===== src/sv/rrts_pkg.sv =====
// shared constants, codes and types for the round robin thread scheduler
package rrts_pkg;

  localparam int unsigned THREADS = 16;
  localparam int unsigned TID_W   = 4;
  localparam int unsigned CNT_W   = 5;

  // command codes
  localparam logic [2:0] CMD_CREATE = 3'd0;
  localparam logic [2:0] CMD_YIELD  = 3'd1;
  localparam logic [2:0] CMD_FINISH = 3'd2;
  localparam logic [2:0] CMD_JOIN   = 3'd3;
  localparam logic [2:0] CMD_DETACH = 3'd4;
  localparam logic [2:0] CMD_CANCEL = 3'd5;

  typedef enum logic [2:0] {
    RES_OK        = 3'd0,
    RES_NO_SLOT   = 3'd1,
    RES_NO_THREAD = 3'd2,
    RES_INVALID   = 3'd3,
    RES_BLOCKED   = 3'd4,
    RES_Q_EMPTY   = 3'd5
  } res_e;

  typedef enum logic [2:0] {
    TS_AVAIL    = 3'd0,
    TS_BLOCKED  = 3'd1,
    TS_CREATED  = 3'd2,
    TS_FINISHED = 3'd3,
    TS_READY    = 3'd4,
    TS_RUNNING  = 3'd5,
    TS_WAITING  = 3'd6
  } tstate_e;

  typedef enum logic [3:0] {
    S_IDLE,
    S_DECODE,
    S_SCAN,
    S_RS_CUR,
    S_RS_WAKE,
    S_RS_REL,
    S_RS_POP,
    S_RS_HEAD,
    S_RS_END,
    S_JOIN,
    S_DETACH,
    S_CANCEL,
    S_CAN_FIND,
    S_CAN_CLR,
    S_DONE
  } seq_e;

  // ready queue control: push at tail, or shift entries down from a position
  typedef struct packed {
    logic             push;
    logic [TID_W-1:0] push_id;
    logic             shift;
    logic [TID_W-1:0] shift_from;
  } qctl_t;

endpackage


===== src/sv/rrts_if.sv =====
// valid/ready channel interfaces for commands and results
interface rrts_in_if;
  logic       valid;
  logic       ready;
  logic [2:0] cmd;
  logic [3:0] target_thread;

  modport source (output valid, output cmd, output target_thread, input ready);
  modport sink (input valid, input cmd, input target_thread, output ready);
endinterface

interface rrts_out_if;
  logic       valid;
  logic       ready;
  logic [2:0] status;
  logic [3:0] new_thread;
  logic [3:0] running_thread;
  logic       fresh_start;
  logic       switched;

  modport source (output valid, output status, output new_thread,
                  output running_thread, output fresh_start, output switched,
                  input ready);
  modport sink (input valid, input status, input new_thread,
                input running_thread, input fresh_start, input switched,
                output ready);
endinterface


===== src/sv/round_robin_thread_scheduler.sv =====
// round robin thread scheduler: thread tables and command sequencer
//
// Commands enter on in_i (cmd, target_thread) and each yields exactly one
// result on out_o (status, new_thread, running_thread, fresh_start,
// switched). Both channels transfer a transaction when valid and ready are
// high at a rising edge of clk_i.
// One command is handled at a time by a sequencer that reads one thread table
// entry per cycle. Create scans the table for a free slot, and cancel of
// another thread searches the queue, then makes a pass that clears joiners.
// The next command is taken once the sequencer is back in idle.
// The result sits in an output register; while the receiver stalls, the
// next command may be accepted and processed, and the sequencer then waits
// until the register is free.
// Reset (rst_ni low, asynchronous) leaves thread 0 running, all other slots
// free, no joiners, no detached threads and an empty ready queue.
module round_robin_thread_scheduler (
  input  logic             clk_i,
  input  logic             rst_ni,
  rrts_in_if.sink          in_i,
  rrts_out_if.source       out_o
);

  localparam int unsigned TW = rrts_pkg::TID_W;

  rrts_pkg::seq_e    state_q, state_d;
  logic [2:0]        cmd_q, cmd_d;
  logic [TW-1:0]     tgt_q, tgt_d;
  logic [TW-1:0]     cur_q, cur_d;
  logic [TW-1:0]     nxt_q, nxt_d;
  logic [TW-1:0]     jn_q, jn_d;
  logic [TW-1:0]     made_q, made_d;
  logic [rrts_pkg::CNT_W-1:0] idx_q, idx_d;
  rrts_pkg::res_e    res_q, res_d;
  logic              fresh_q, fresh_d;
  logic              sw_q, sw_d;

  // thread tables
  rrts_pkg::tstate_e ts_q [rrts_pkg::THREADS];
  logic              det_q [rrts_pkg::THREADS];
  logic              jv_q [rrts_pkg::THREADS];
  logic [TW-1:0]     jid_q [rrts_pkg::THREADS];

  logic              ts_we, det_we, jv_we, jid_we;
  logic [TW-1:0]     ts_wa, det_wa, jv_wa, jid_wa, ra;
  rrts_pkg::tstate_e ts_wd, ts_rd;
  logic              det_wd, jv_wd, det_rd, jv_rd;
  logic [TW-1:0]     jid_wd, jid_rd;

  // queue
  rrts_pkg::qctl_t   qctl;
  logic [TW-1:0]     q_head, q_rd;
  logic [rrts_pkg::CNT_W-1:0] q_count;

  // output register
  logic              out_valid_q, out_load;
  rrts_pkg::res_e    out_res_q;
  logic [TW-1:0]     out_made_q, out_cur_q;
  logic              out_fresh_q, out_sw_q;

  rrts_queue u_queue (
    .clk_i     (clk_i),
    .rst_ni    (rst_ni),
    .ctl_i     (qctl),
    .rd_idx_i  (idx_q[TW-1:0]),
    .head_o    (q_head),
    .rd_data_o (q_rd),
    .count_o   (q_count)
  );

  // shared table read port
  assign ts_rd  = ts_q[ra];
  assign det_rd = det_q[ra];
  assign jv_rd  = jv_q[ra];
  assign jid_rd = jid_q[ra];

  // sequencer next state and table controls
  always_comb begin
    state_d  = state_q;
    cmd_d    = cmd_q;
    tgt_d    = tgt_q;
    cur_d    = cur_q;
    nxt_d    = nxt_q;
    jn_d     = jn_q;
    made_d   = made_q;
    idx_d    = idx_q;
    res_d    = res_q;
    fresh_d  = fresh_q;
    sw_d     = sw_q;
    ts_we    = 1'b0;
    ts_wa    = cur_q;
    ts_wd    = rrts_pkg::TS_AVAIL;
    det_we   = 1'b0;
    det_wa   = tgt_q;
    det_wd   = 1'b0;
    jv_we    = 1'b0;
    jv_wa    = tgt_q;
    jv_wd    = 1'b0;
    jid_we   = 1'b0;
    jid_wa   = tgt_q;
    jid_wd   = '0;
    ra       = cur_q;
    qctl     = '0;
    in_i.ready = 1'b0;
    out_load = 1'b0;

    unique case (state_q)
      rrts_pkg::S_IDLE: begin
        in_i.ready = 1'b1;
        if (in_i.valid) begin
          cmd_d   = in_i.cmd;
          tgt_d   = in_i.target_thread;
          res_d   = rrts_pkg::RES_OK;
          made_d  = '0;
          fresh_d = 1'b0;
          sw_d    = 1'b0;
          state_d = rrts_pkg::S_DECODE;
        end
      end

      rrts_pkg::S_DECODE: begin
        unique case (cmd_q)
          rrts_pkg::CMD_CREATE: begin
            idx_d   = rrts_pkg::CNT_W'(1);
            state_d = rrts_pkg::S_SCAN;
          end
          rrts_pkg::CMD_YIELD: state_d = rrts_pkg::S_RS_CUR;
          rrts_pkg::CMD_FINISH: begin
            ts_we   = 1'b1;
            ts_wd   = rrts_pkg::TS_FINISHED;
            state_d = rrts_pkg::S_RS_CUR;
          end
          rrts_pkg::CMD_JOIN:   state_d = rrts_pkg::S_JOIN;
          rrts_pkg::CMD_DETACH: state_d = rrts_pkg::S_DETACH;
          rrts_pkg::CMD_CANCEL: state_d = rrts_pkg::S_CANCEL;
          default: begin
            res_d   = rrts_pkg::RES_INVALID;
            state_d = rrts_pkg::S_DONE;
          end
        endcase
      end

      // lowest free slot from 1 upward
      rrts_pkg::S_SCAN: begin
        ra = idx_q[TW-1:0];
        if (ts_rd == rrts_pkg::TS_AVAIL) begin
          ts_we        = 1'b1;
          ts_wa        = idx_q[TW-1:0];
          ts_wd        = rrts_pkg::TS_CREATED;
          det_we       = 1'b1;
          det_wa       = idx_q[TW-1:0];
          jv_we        = 1'b1;
          jv_wa        = idx_q[TW-1:0];
          jid_we       = 1'b1;
          jid_wa       = idx_q[TW-1:0];
          qctl.push    = 1'b1;
          qctl.push_id = idx_q[TW-1:0];
          made_d       = idx_q[TW-1:0];
          state_d      = rrts_pkg::S_DONE;
        end else if (idx_q == rrts_pkg::CNT_W'(rrts_pkg::THREADS - 1)) begin
          res_d   = rrts_pkg::RES_NO_SLOT;
          state_d = rrts_pkg::S_DONE;
        end else begin
          idx_d = idx_q + 1'b1;
        end
      end

      // retire the current thread
      rrts_pkg::S_RS_CUR: begin
        state_d = rrts_pkg::S_RS_POP;
        if (ts_rd == rrts_pkg::TS_RUNNING) begin
          ts_we        = 1'b1;
          ts_wd        = rrts_pkg::TS_READY;
          qctl.push    = 1'b1;
          qctl.push_id = cur_q;
        end else if (ts_rd == rrts_pkg::TS_FINISHED) begin
          if (det_rd) begin
            ts_we = 1'b1;
          end else if (jv_rd) begin
            jv_we   = 1'b1;
            jv_wa   = cur_q;
            jn_d    = jid_rd;
            state_d = rrts_pkg::S_RS_WAKE;
          end
        end
      end

      rrts_pkg::S_RS_WAKE: begin
        ts_we        = 1'b1;
        ts_wa        = jn_q;
        ts_wd        = rrts_pkg::TS_READY;
        qctl.push    = 1'b1;
        qctl.push_id = jn_q;
        state_d      = rrts_pkg::S_RS_REL;
      end

      rrts_pkg::S_RS_REL: begin
        ts_we   = 1'b1;
        state_d = rrts_pkg::S_RS_POP;
      end

      rrts_pkg::S_RS_POP: begin
        if (q_count == '0) begin
          res_d   = rrts_pkg::RES_Q_EMPTY;
          state_d = rrts_pkg::S_RS_END;
        end else begin
          nxt_d      = q_head;
          qctl.shift = 1'b1;
          state_d    = rrts_pkg::S_RS_HEAD;
        end
      end

      rrts_pkg::S_RS_HEAD: begin
        ra      = nxt_q;
        ts_wa   = nxt_q;
        ts_wd   = rrts_pkg::TS_RUNNING;
        state_d = rrts_pkg::S_RS_END;
        if (ts_rd == rrts_pkg::TS_CREATED || ts_rd == rrts_pkg::TS_READY) begin
          ts_we   = 1'b1;
          cur_d   = nxt_q;
          fresh_d = (ts_rd == rrts_pkg::TS_CREATED);
          res_d   = rrts_pkg::RES_OK;
        end else begin
          res_d = rrts_pkg::RES_INVALID;
        end
      end

      rrts_pkg::S_RS_END: begin
        if (res_q == rrts_pkg::RES_OK) begin
          sw_d = 1'b1;
          if (cmd_q == rrts_pkg::CMD_JOIN) begin
            res_d = rrts_pkg::RES_BLOCKED;
          end
        end
        state_d = rrts_pkg::S_DONE;
      end

      rrts_pkg::S_JOIN: begin
        ra      = tgt_q;
        state_d = rrts_pkg::S_DONE;
        if (tgt_q == '0 || ts_rd == rrts_pkg::TS_AVAIL) begin
          res_d = rrts_pkg::RES_NO_THREAD;
        end else if (det_rd || jv_rd) begin
          res_d = rrts_pkg::RES_INVALID;
        end else if (ts_rd == rrts_pkg::TS_FINISHED) begin
          ts_we = 1'b1;
          ts_wa = tgt_q;
        end else begin
          ts_we   = 1'b1;
          ts_wd   = rrts_pkg::TS_WAITING;
          jv_we   = 1'b1;
          jv_wd   = 1'b1;
          jid_we  = 1'b1;
          jid_wd  = cur_q;
          state_d = rrts_pkg::S_RS_CUR;
        end
      end

      rrts_pkg::S_DETACH: begin
        ra      = tgt_q;
        ts_wa   = tgt_q;
        det_wd  = 1'b1;
        state_d = rrts_pkg::S_DONE;
        if (tgt_q == '0) begin
          res_d = rrts_pkg::RES_NO_THREAD;
        end else if (!det_rd) begin
          det_we = 1'b1;
          ts_we  = (ts_rd == rrts_pkg::TS_FINISHED);
        end
      end

      rrts_pkg::S_CANCEL: begin
        ra = tgt_q;
        if (tgt_q == '0 || ts_rd == rrts_pkg::TS_AVAIL) begin
          res_d   = rrts_pkg::RES_NO_THREAD;
          state_d = rrts_pkg::S_DONE;
        end else if (tgt_q == cur_q) begin
          ts_we   = 1'b1;
          ts_wd   = rrts_pkg::TS_FINISHED;
          det_we  = 1'b1;
          det_wd  = 1'b1;
          state_d = rrts_pkg::S_RS_CUR;
        end else begin
          idx_d   = '0;
          state_d = rrts_pkg::S_CAN_FIND;
        end
      end

      // search the queue for the target and close the gap
      rrts_pkg::S_CAN_FIND: begin
        if (idx_q >= q_count) begin
          idx_d   = '0;
          state_d = rrts_pkg::S_CAN_CLR;
        end else if (q_rd == tgt_q) begin
          qctl.shift      = 1'b1;
          qctl.shift_from = idx_q[TW-1:0];
          idx_d           = '0;
          state_d         = rrts_pkg::S_CAN_CLR;
        end else begin
          idx_d = idx_q + 1'b1;
        end
      end

      // clear every joiner that names the target, then free it
      rrts_pkg::S_CAN_CLR: begin
        ra     = idx_q[TW-1:0];
        jv_wa  = idx_q[TW-1:0];
        jid_wa = idx_q[TW-1:0];
        if (jv_rd && jid_rd == tgt_q) begin
          jv_we  = 1'b1;
          jid_we = 1'b1;
        end
        if (idx_q == rrts_pkg::CNT_W'(rrts_pkg::THREADS - 1)) begin
          ts_we   = 1'b1;
          ts_wa   = tgt_q;
          state_d = rrts_pkg::S_DONE;
        end else begin
          idx_d = idx_q + 1'b1;
        end
      end

      rrts_pkg::S_DONE: begin
        if (!out_valid_q || out_o.ready) begin
          out_load = 1'b1;
          state_d  = rrts_pkg::S_IDLE;
        end
      end

      default: state_d = rrts_pkg::S_IDLE;
    endcase
  end

  // sequencer state
  always_ff @(posedge clk_i or negedge rst_ni) begin
    if (!rst_ni) begin
      state_q <= rrts_pkg::S_IDLE;
      cur_q   <= '0;
    end else begin
      state_q <= state_d;
      cur_q   <= cur_d;
    end
  end

  // working registers
  always_ff @(posedge clk_i) begin
    cmd_q   <= cmd_d;
    tgt_q   <= tgt_d;
    nxt_q   <= nxt_d;
    jn_q    <= jn_d;
    made_q  <= made_d;
    idx_q   <= idx_d;
    res_q   <= res_d;
    fresh_q <= fresh_d;
    sw_q    <= sw_d;
  end

  // thread tables, one write per table per cycle
  always_ff @(posedge clk_i or negedge rst_ni) begin
    if (!rst_ni) begin
      for (int i = 0; i < rrts_pkg::THREADS; i++) begin
        ts_q[i]  <= (i == 0) ? rrts_pkg::TS_RUNNING : rrts_pkg::TS_AVAIL;
        det_q[i] <= 1'b0;
        jv_q[i]  <= 1'b0;
        jid_q[i] <= '0;
      end
    end else begin
      if (ts_we) begin
        ts_q[ts_wa] <= ts_wd;
      end
      if (det_we) begin
        det_q[det_wa] <= det_wd;
      end
      if (jv_we) begin
        jv_q[jv_wa] <= jv_wd;
      end
      if (jid_we) begin
        jid_q[jid_wa] <= jid_wd;
      end
    end
  end

  // result register
  always_ff @(posedge clk_i or negedge rst_ni) begin
    if (!rst_ni) begin
      out_valid_q <= 1'b0;
    end else begin
      out_valid_q <= out_load | (out_valid_q & ~out_o.ready);
    end
  end

  always_ff @(posedge clk_i) begin
    if (out_load) begin
      out_res_q   <= res_q;
      out_made_q  <= made_q;
      out_cur_q   <= cur_q;
      out_fresh_q <= fresh_q;
      out_sw_q    <= sw_q;
    end
  end

  assign out_o.valid          = out_valid_q;
  assign out_o.status         = out_res_q;
  assign out_o.new_thread     = out_made_q;
  assign out_o.running_thread = out_cur_q;
  assign out_o.fresh_start    = out_fresh_q;
  assign out_o.switched       = out_sw_q;

`ifndef SYNTHESIS
  a_qcount_bound: assert property (@(posedge clk_i) disable iff (!rst_ni)
    q_count <= rrts_pkg::CNT_W'(rrts_pkg::THREADS))
    else $error("ready queue count beyond capacity");

  a_busy_not_ready: assert property (@(posedge clk_i) disable iff (!rst_ni)
    (state_q != rrts_pkg::S_IDLE) |-> !in_i.ready)
    else $error("command taken while busy");

  a_fresh_implies_switch: assert property (@(posedge clk_i) disable iff (!rst_ni)
    (out_valid_q && out_fresh_q) |-> out_sw_q)
    else $error("fresh start without a switch");

  a_accept_decode: assert property (@(posedge clk_i) disable iff (!rst_ni)
    (in_i.valid && in_i.ready) |=> (state_q == rrts_pkg::S_DECODE))
    else $error("accepted command not decoded");

  a_switch_ok: assert property (@(posedge clk_i) disable iff (!rst_ni)
    (out_valid_q && out_sw_q) |->
      (out_res_q == rrts_pkg::RES_OK || out_res_q == rrts_pkg::RES_BLOCKED))
    else $error("switch reported with an error status");
`endif

endmodule


===== src/sv/rrts_queue.sv =====
// fifo ready queue of thread ids with tail push and shift-down removal
module rrts_queue (
  input  logic                        clk_i,
  input  logic                        rst_ni,
  input  rrts_pkg::qctl_t             ctl_i,
  input  logic [rrts_pkg::TID_W-1:0]  rd_idx_i,
  output logic [rrts_pkg::TID_W-1:0]  head_o,
  output logic [rrts_pkg::TID_W-1:0]  rd_data_o,
  output logic [rrts_pkg::CNT_W-1:0]  count_o
);

  logic [rrts_pkg::TID_W-1:0] q_q [rrts_pkg::THREADS];
  logic [rrts_pkg::CNT_W-1:0] count_q, count_d;
  logic                       full;

  assign full      = (count_q == rrts_pkg::CNT_W'(rrts_pkg::THREADS));
  assign head_o    = q_q[0];
  assign rd_data_o = q_q[rd_idx_i];
  assign count_o   = count_q;

  // fill count
  always_comb begin
    count_d = count_q;
    if (ctl_i.push && !full) begin
      count_d = count_q + 1'b1;
    end else if (ctl_i.shift) begin
      count_d = count_q - 1'b1;
    end
  end

  always_ff @(posedge clk_i or negedge rst_ni) begin
    if (!rst_ni) begin
      count_q <= '0;
    end else begin
      count_q <= count_d;
    end
  end

  // entries: shift down from a position, or write at the tail
  always_ff @(posedge clk_i) begin
    for (int j = 0; j < rrts_pkg::THREADS - 1; j++) begin
      if (ctl_i.shift && (rrts_pkg::TID_W'(j) >= ctl_i.shift_from)) begin
        q_q[j] <= q_q[j+1];
      end
    end
    if (ctl_i.push && !full) begin
      q_q[count_q[rrts_pkg::TID_W-1:0]] <= ctl_i.push_id;
    end
  end

endmodule

===== src/flat_wrapper.sv =====
// flat-port wrapper written by rule: the top's interface ports become plain ports
module round_robin_thread_scheduler_flat 
  (clk_i, rst_ni, in_i_valid, in_i_cmd, in_i_target_thread, in_i_ready, out_o_valid, out_o_status, out_o_new_thread, out_o_running_thread, out_o_fresh_start, out_o_switched, out_o_ready);
  rrts_in_if in_i_i ();
  rrts_out_if out_o_i ();
  input  logic clk_i;
  input  logic rst_ni;
  input wire logic [$bits(in_i_i.valid)-1:0] in_i_valid;
  input wire logic [$bits(in_i_i.cmd)-1:0] in_i_cmd;
  input wire logic [$bits(in_i_i.target_thread)-1:0] in_i_target_thread;
  output wire logic [$bits(in_i_i.ready)-1:0] in_i_ready;
  output wire logic [$bits(out_o_i.valid)-1:0] out_o_valid;
  output wire logic [$bits(out_o_i.status)-1:0] out_o_status;
  output wire logic [$bits(out_o_i.new_thread)-1:0] out_o_new_thread;
  output wire logic [$bits(out_o_i.running_thread)-1:0] out_o_running_thread;
  output wire logic [$bits(out_o_i.fresh_start)-1:0] out_o_fresh_start;
  output wire logic [$bits(out_o_i.switched)-1:0] out_o_switched;
  input wire logic [$bits(out_o_i.ready)-1:0] out_o_ready;
  assign in_i_i.valid = in_i_valid;
  assign in_i_i.cmd = in_i_cmd;
  assign in_i_i.target_thread = in_i_target_thread;
  assign in_i_ready = in_i_i.ready;
  assign out_o_valid = out_o_i.valid;
  assign out_o_status = out_o_i.status;
  assign out_o_new_thread = out_o_i.new_thread;
  assign out_o_running_thread = out_o_i.running_thread;
  assign out_o_fresh_start = out_o_i.fresh_start;
  assign out_o_switched = out_o_i.switched;
  assign out_o_i.ready = out_o_ready;
  round_robin_thread_scheduler u_core (.clk_i(clk_i), .rst_ni(rst_ni), .in_i(in_i_i), .out_o(out_o_i));
endmodule

===== config.mk =====
export PLATFORM = sky130hd
export DESIGN_NAME = round_robin_thread_scheduler_flat
export DESIGN_NICKNAME = d
export VERILOG_FILES = /design/src/sv/rrts_pkg.sv /design/src/sv/rrts_if.sv /design/src/sv/round_robin_thread_scheduler.sv /design/src/sv/rrts_queue.sv /design/src/flat_wrapper.sv
export SDC_FILE = /design/constraint.sdc
export NUM_CORES = 1
export LEC_CHECK = 0
export ABC_AREA = 1
export BUFFER_PORTS_ARGS = -buffer_cell sky130_fd_sc_hd__buf_4
export CAP_MARGIN = 20
export CORE_MARGIN = 5
export CORE_UTILIZATION = 50
export DETAILED_ROUTE_END_ITERATION = 8
export MAX_ROUTING_LAYER = met4
export PLACE_DENSITY = 0.75
export SYNTH_ARGS = -nofsm -noshare
export SYNTH_HDL_FRONTEND = slang
export SYNTH_HIERARCHICAL = 1
export SYNTH_SLANG_ARGS = --single-unit

===== constraint.sdc =====
create_clock -name clk_i -period 7.01 [get_ports clk_i]
set_input_delay 0.3505 -clock clk_i [delete_from_list [all_inputs] [get_ports clk_i]]
set_output_delay 0.3505 -clock clk_i [all_outputs]
set_load 0.01 [all_outputs]

==> flow_metrics.tcl <==
set metrics [dict create \
    status "finished clean" \
    fp.coreArea_um2 30500 \
    seq_area_um2 7140 \
    finalCoreUtilization_pct 54.9 \
    path_class "reg -> reg" \
    fp.dieH_um 186 \
    dp.cells 2293 \
    gr-total-overflow 0 \
    clk_latency_ns 0.56 \
    cts_tree "built" \
    track_usage_pct 26.0 \
    totalWireLength_um 43600 \
    start_util_pct 50.6 \
    multi_input_area_um2 7120 \
    cp-start-kind "register" \
    port_buffers 25 \
    cp_max_fo 75 \
    synth_edf_count 106 \
    layout_min_cycle_time_ns 5.58 \
    slew_violations 0 \
    postRouteAntennaNets 0 \
    critPathCaptureType "register" \
    yosysTopAreaCell "dfrtp_1" \
    tns_ns 0 \
    clockBufferDepth 3 \
    p_per_area_nw_per_um2 537 \
    post-route-period-util_pct 79.6 \
    cts_max_level 1 \
    first_iter_violations 1339 \
    areaGrowthSynthToFinish_pct 8.46 \
    leakagePower_nw 7.89 \
    fin_area_um2 16800 \
    finish.net_count 1958 \
    fin_total_pwr_mw 8.99 \
    dpl.hpwl_um 30700 \
    max_slew_margin_pct 36.0 \
    hp-class "in -> reg" \
    drive_gt1_share_pct 11.6 \
    stdcell_count 2354 \
    ys_async_sr_fraction_pct 59.8 \
    fin_hold_ws_ns 0.191 \
    setup_violations 0 \
    antenna_found_initial 0 \
    avgSynthCellArea_um2 7.98 \
    netlist_instances 1935 \
    yosysTopAreaCellShare_pct 25.3 \
    gp_congestion 0.993 \
    fp.dieArea_um2 34500 \
    die_w_um 186 \
    ys_seq_elements 264 \
    vias 13500 \
    row_count 64 \
    post_drt_via_cell_ratio 5.73 \
    clkTransAtPathRegs_ns 0.06 \
    worstPathArrival_ns 6.01 \
    layout_setup_ws_ns 1.43 \
    max_freq_mhz 179 \
    grt_max_degree 82 \
    synth_cell_type_count 58 \
    critPathRequiredTime_ns 7.44 \
    worstMarginPinSlew_ns 0.957 \
    dp_slack_ns 1.55 \
    syn_nets 1955 \
    fillers 2807 \
    synth_flop_cell "dfrtp_1" \
    cts_buffers 29 \
    max_cap_viol_count 0 \
    drc 0 \
    placed_area_um2 15700 \
    clock-skew-final_ns 0.0210 \
    seq_area_frac_synth_pct 46.2 \
    rsz0062_at_grt "false" \
    vdd_ir_drop_max_mv 0.415 \
    first_pass_iters 6 \
    io_pins 26 \
    clock-sinks 264 \
    cts_setup_buffers 0 \
    cts_root_buf "clkbuf_16" \
    grt_pass1_wl_um 69100 \
    ys_warn_count 6 \
    hold_violations 0 \
    grt_pass1_vias 12900 \
    ys_top_cells_by_area "dfrtp_1, edfxtp_1, nand2_1" \
    n_antenna_cell 0 \
    avgRoutedWirePerCell_um 18.5 \
    syn_area_um2 15400 \
]
## per-layer routing
| metal | GRT usage [%] | share of wire [%] | routed length, µm | up-vias |
|---|---|---|---|---|
| met5 | - | 0 | 0 | - |
| met4 | 7.75 | 3.0 | 1310 | 0 |
| met3 | 4.34 | 8.2 | 3600 | 94 |
| met2 | 40.4 | 46 | 19900 | 606 |
| met1 | 35.3 | 43 | 18800 | 6367 |
| li1 | - | - | - | 6416 |
## sequential cells by signal, indices dropped and copies added (netlist names), 3 cells and up
| register | cells |
|---|---|
| u_core/u_queue/q_q | 64 |
| u_core/det_q | 16 |
| u_core/out_o.status | 3 |
| u_core/nxt_q | 4 |
| u_core/cmd_q | 3 |
| u_core/tgt_q | 4 |
| u_core/jid_q | 64 |
| u_core/u_queue/count_o | 5 |
| u_core/made_q | 4 |
| u_core/out_o.running_thread | 4 |
| u_core/res_q | 3 |
| u_core/jn_q | 4 |
| u_core/out_o.new_thread | 4 |
| u_core/ts_q | 48 |
| u_core/jv_q | 16 |
| u_core/state_q | 4 |
| u_core/idx_q | 5 |
| u_core/cur_q | 4 |
## worst paths after layout
kind	start	endpoint	slack [ns]	depth (start not counted)
max	u_core/state_q[3]	u_core/jid_q[16]	1.43	23
min	in_i_valid	u_core/state_q[3]	0.19	3
max reg2reg	u_core/state_q[3]	u_core/jid_q[16]	1.43	23
min reg2reg	u_core/res_q[2]	u_core/out_o.status[2]	0.45	0
max in group asynchronous	rst_ni	u_core/ts_q[47]	5.22	4
min in group asynchronous	rst_ni	u_core/jid_q[59]	0.43	2
## synthesized netlist by cell type, drive strengths merged, types with 15 or more instances
| cell type | count |
|---|---|
| nor2 | 150 |
| nand3 | 300 |
| buf | 56 |
| edfxtp | 106 |
| inv | 182 |
| clkbuf | 17 |
| nand3b | 15 |
| nand2 | 652 |
| o211ai | 29 |
| a21oi | 46 |
| o21ai | 130 |
| dfrtp | 156 |
## worst max-delay path: stages (launching register included)
cell and delay, ns:
dfrtp_1 0.55, inv_2 0.07, nand2_2 0.11, nor2_4 0.08, nor2_4 0.19, nand3_2 0.59, nand2_4 0.89, inv_4 0.34
nand2_1 0.15, nand2_1 0.06, nand2_1 0.05, nand3_1 0.09, nand3_1 0.12, nand2_2 0.12, nor2_4 0.16, nand3_4 0.12
nor2_4 0.15, nand2_4 0.12, nand3_2 0.16, nand2_2 0.08, nor2_2 0.68, nand2_1 0.27, nand2_1 0.13, nand2_1 0.07
## cell families (layout without fill, tap and decap cells)
logic type | after synthesis | after routing | synth area share [%]
AND/OR/NAND/NOR | 1149 | 1149 | 35.0
buffers and inverters | 258 | 281 | 7.66
multiplexers | 13 | 13 | 0.842
XOR/XNOR | 14 | 14 | 0.794
AO/OA/AOI/OAI | 228 | 228 | 8.71
adder cells (fa/ha/maj) | 9 | 9 | 0.729
flip-flops | 264 | 264 | 46.2
## layout by cell type, fill, tap and decap left out, drive strengths merged, types with 13 or more instances in the layout
cell	Yosys	final
a21oi	46	46
buf	56	36
clkbuf	17	41
dfrtp	156	156
edfxtp	106	106
inv	182	182
mux2i	13	13
nand2	652	652
nand3	300	300
nand3b	15	15
nor2	150	150
o211ai	29	29
o21ai	130	130
xor2	14	14
## power breakdown
part           switching (mW)  internal, mW  total, mW  leakage [nW]
logic                    3.77          1.38       5.15          4.30
clock network           0.606         0.871       1.48         0.448
registers               0.302          2.06       2.36          3.14
total                    4.68          4.31       8.99          7.89
## repair_timing
item                       CTS  global route
hold endpoints to repair    85             0
hold buffers                 9             0
resized for setup            0             0
setup endpoints to repair    0             0
## final cells by class
cell class                      count  area share [%]
Clock inverter                     10           0.598
Timing Repair Buffer               45            2.25
Multi-Input combinational cell   1413            42.5
Inverter                          185            4.22
Clock buffer                       41            4.84
Sequential cell                   264            42.6
Tap cell                          396            2.96
Note: power is estimated with default switching activity, not from simulation.
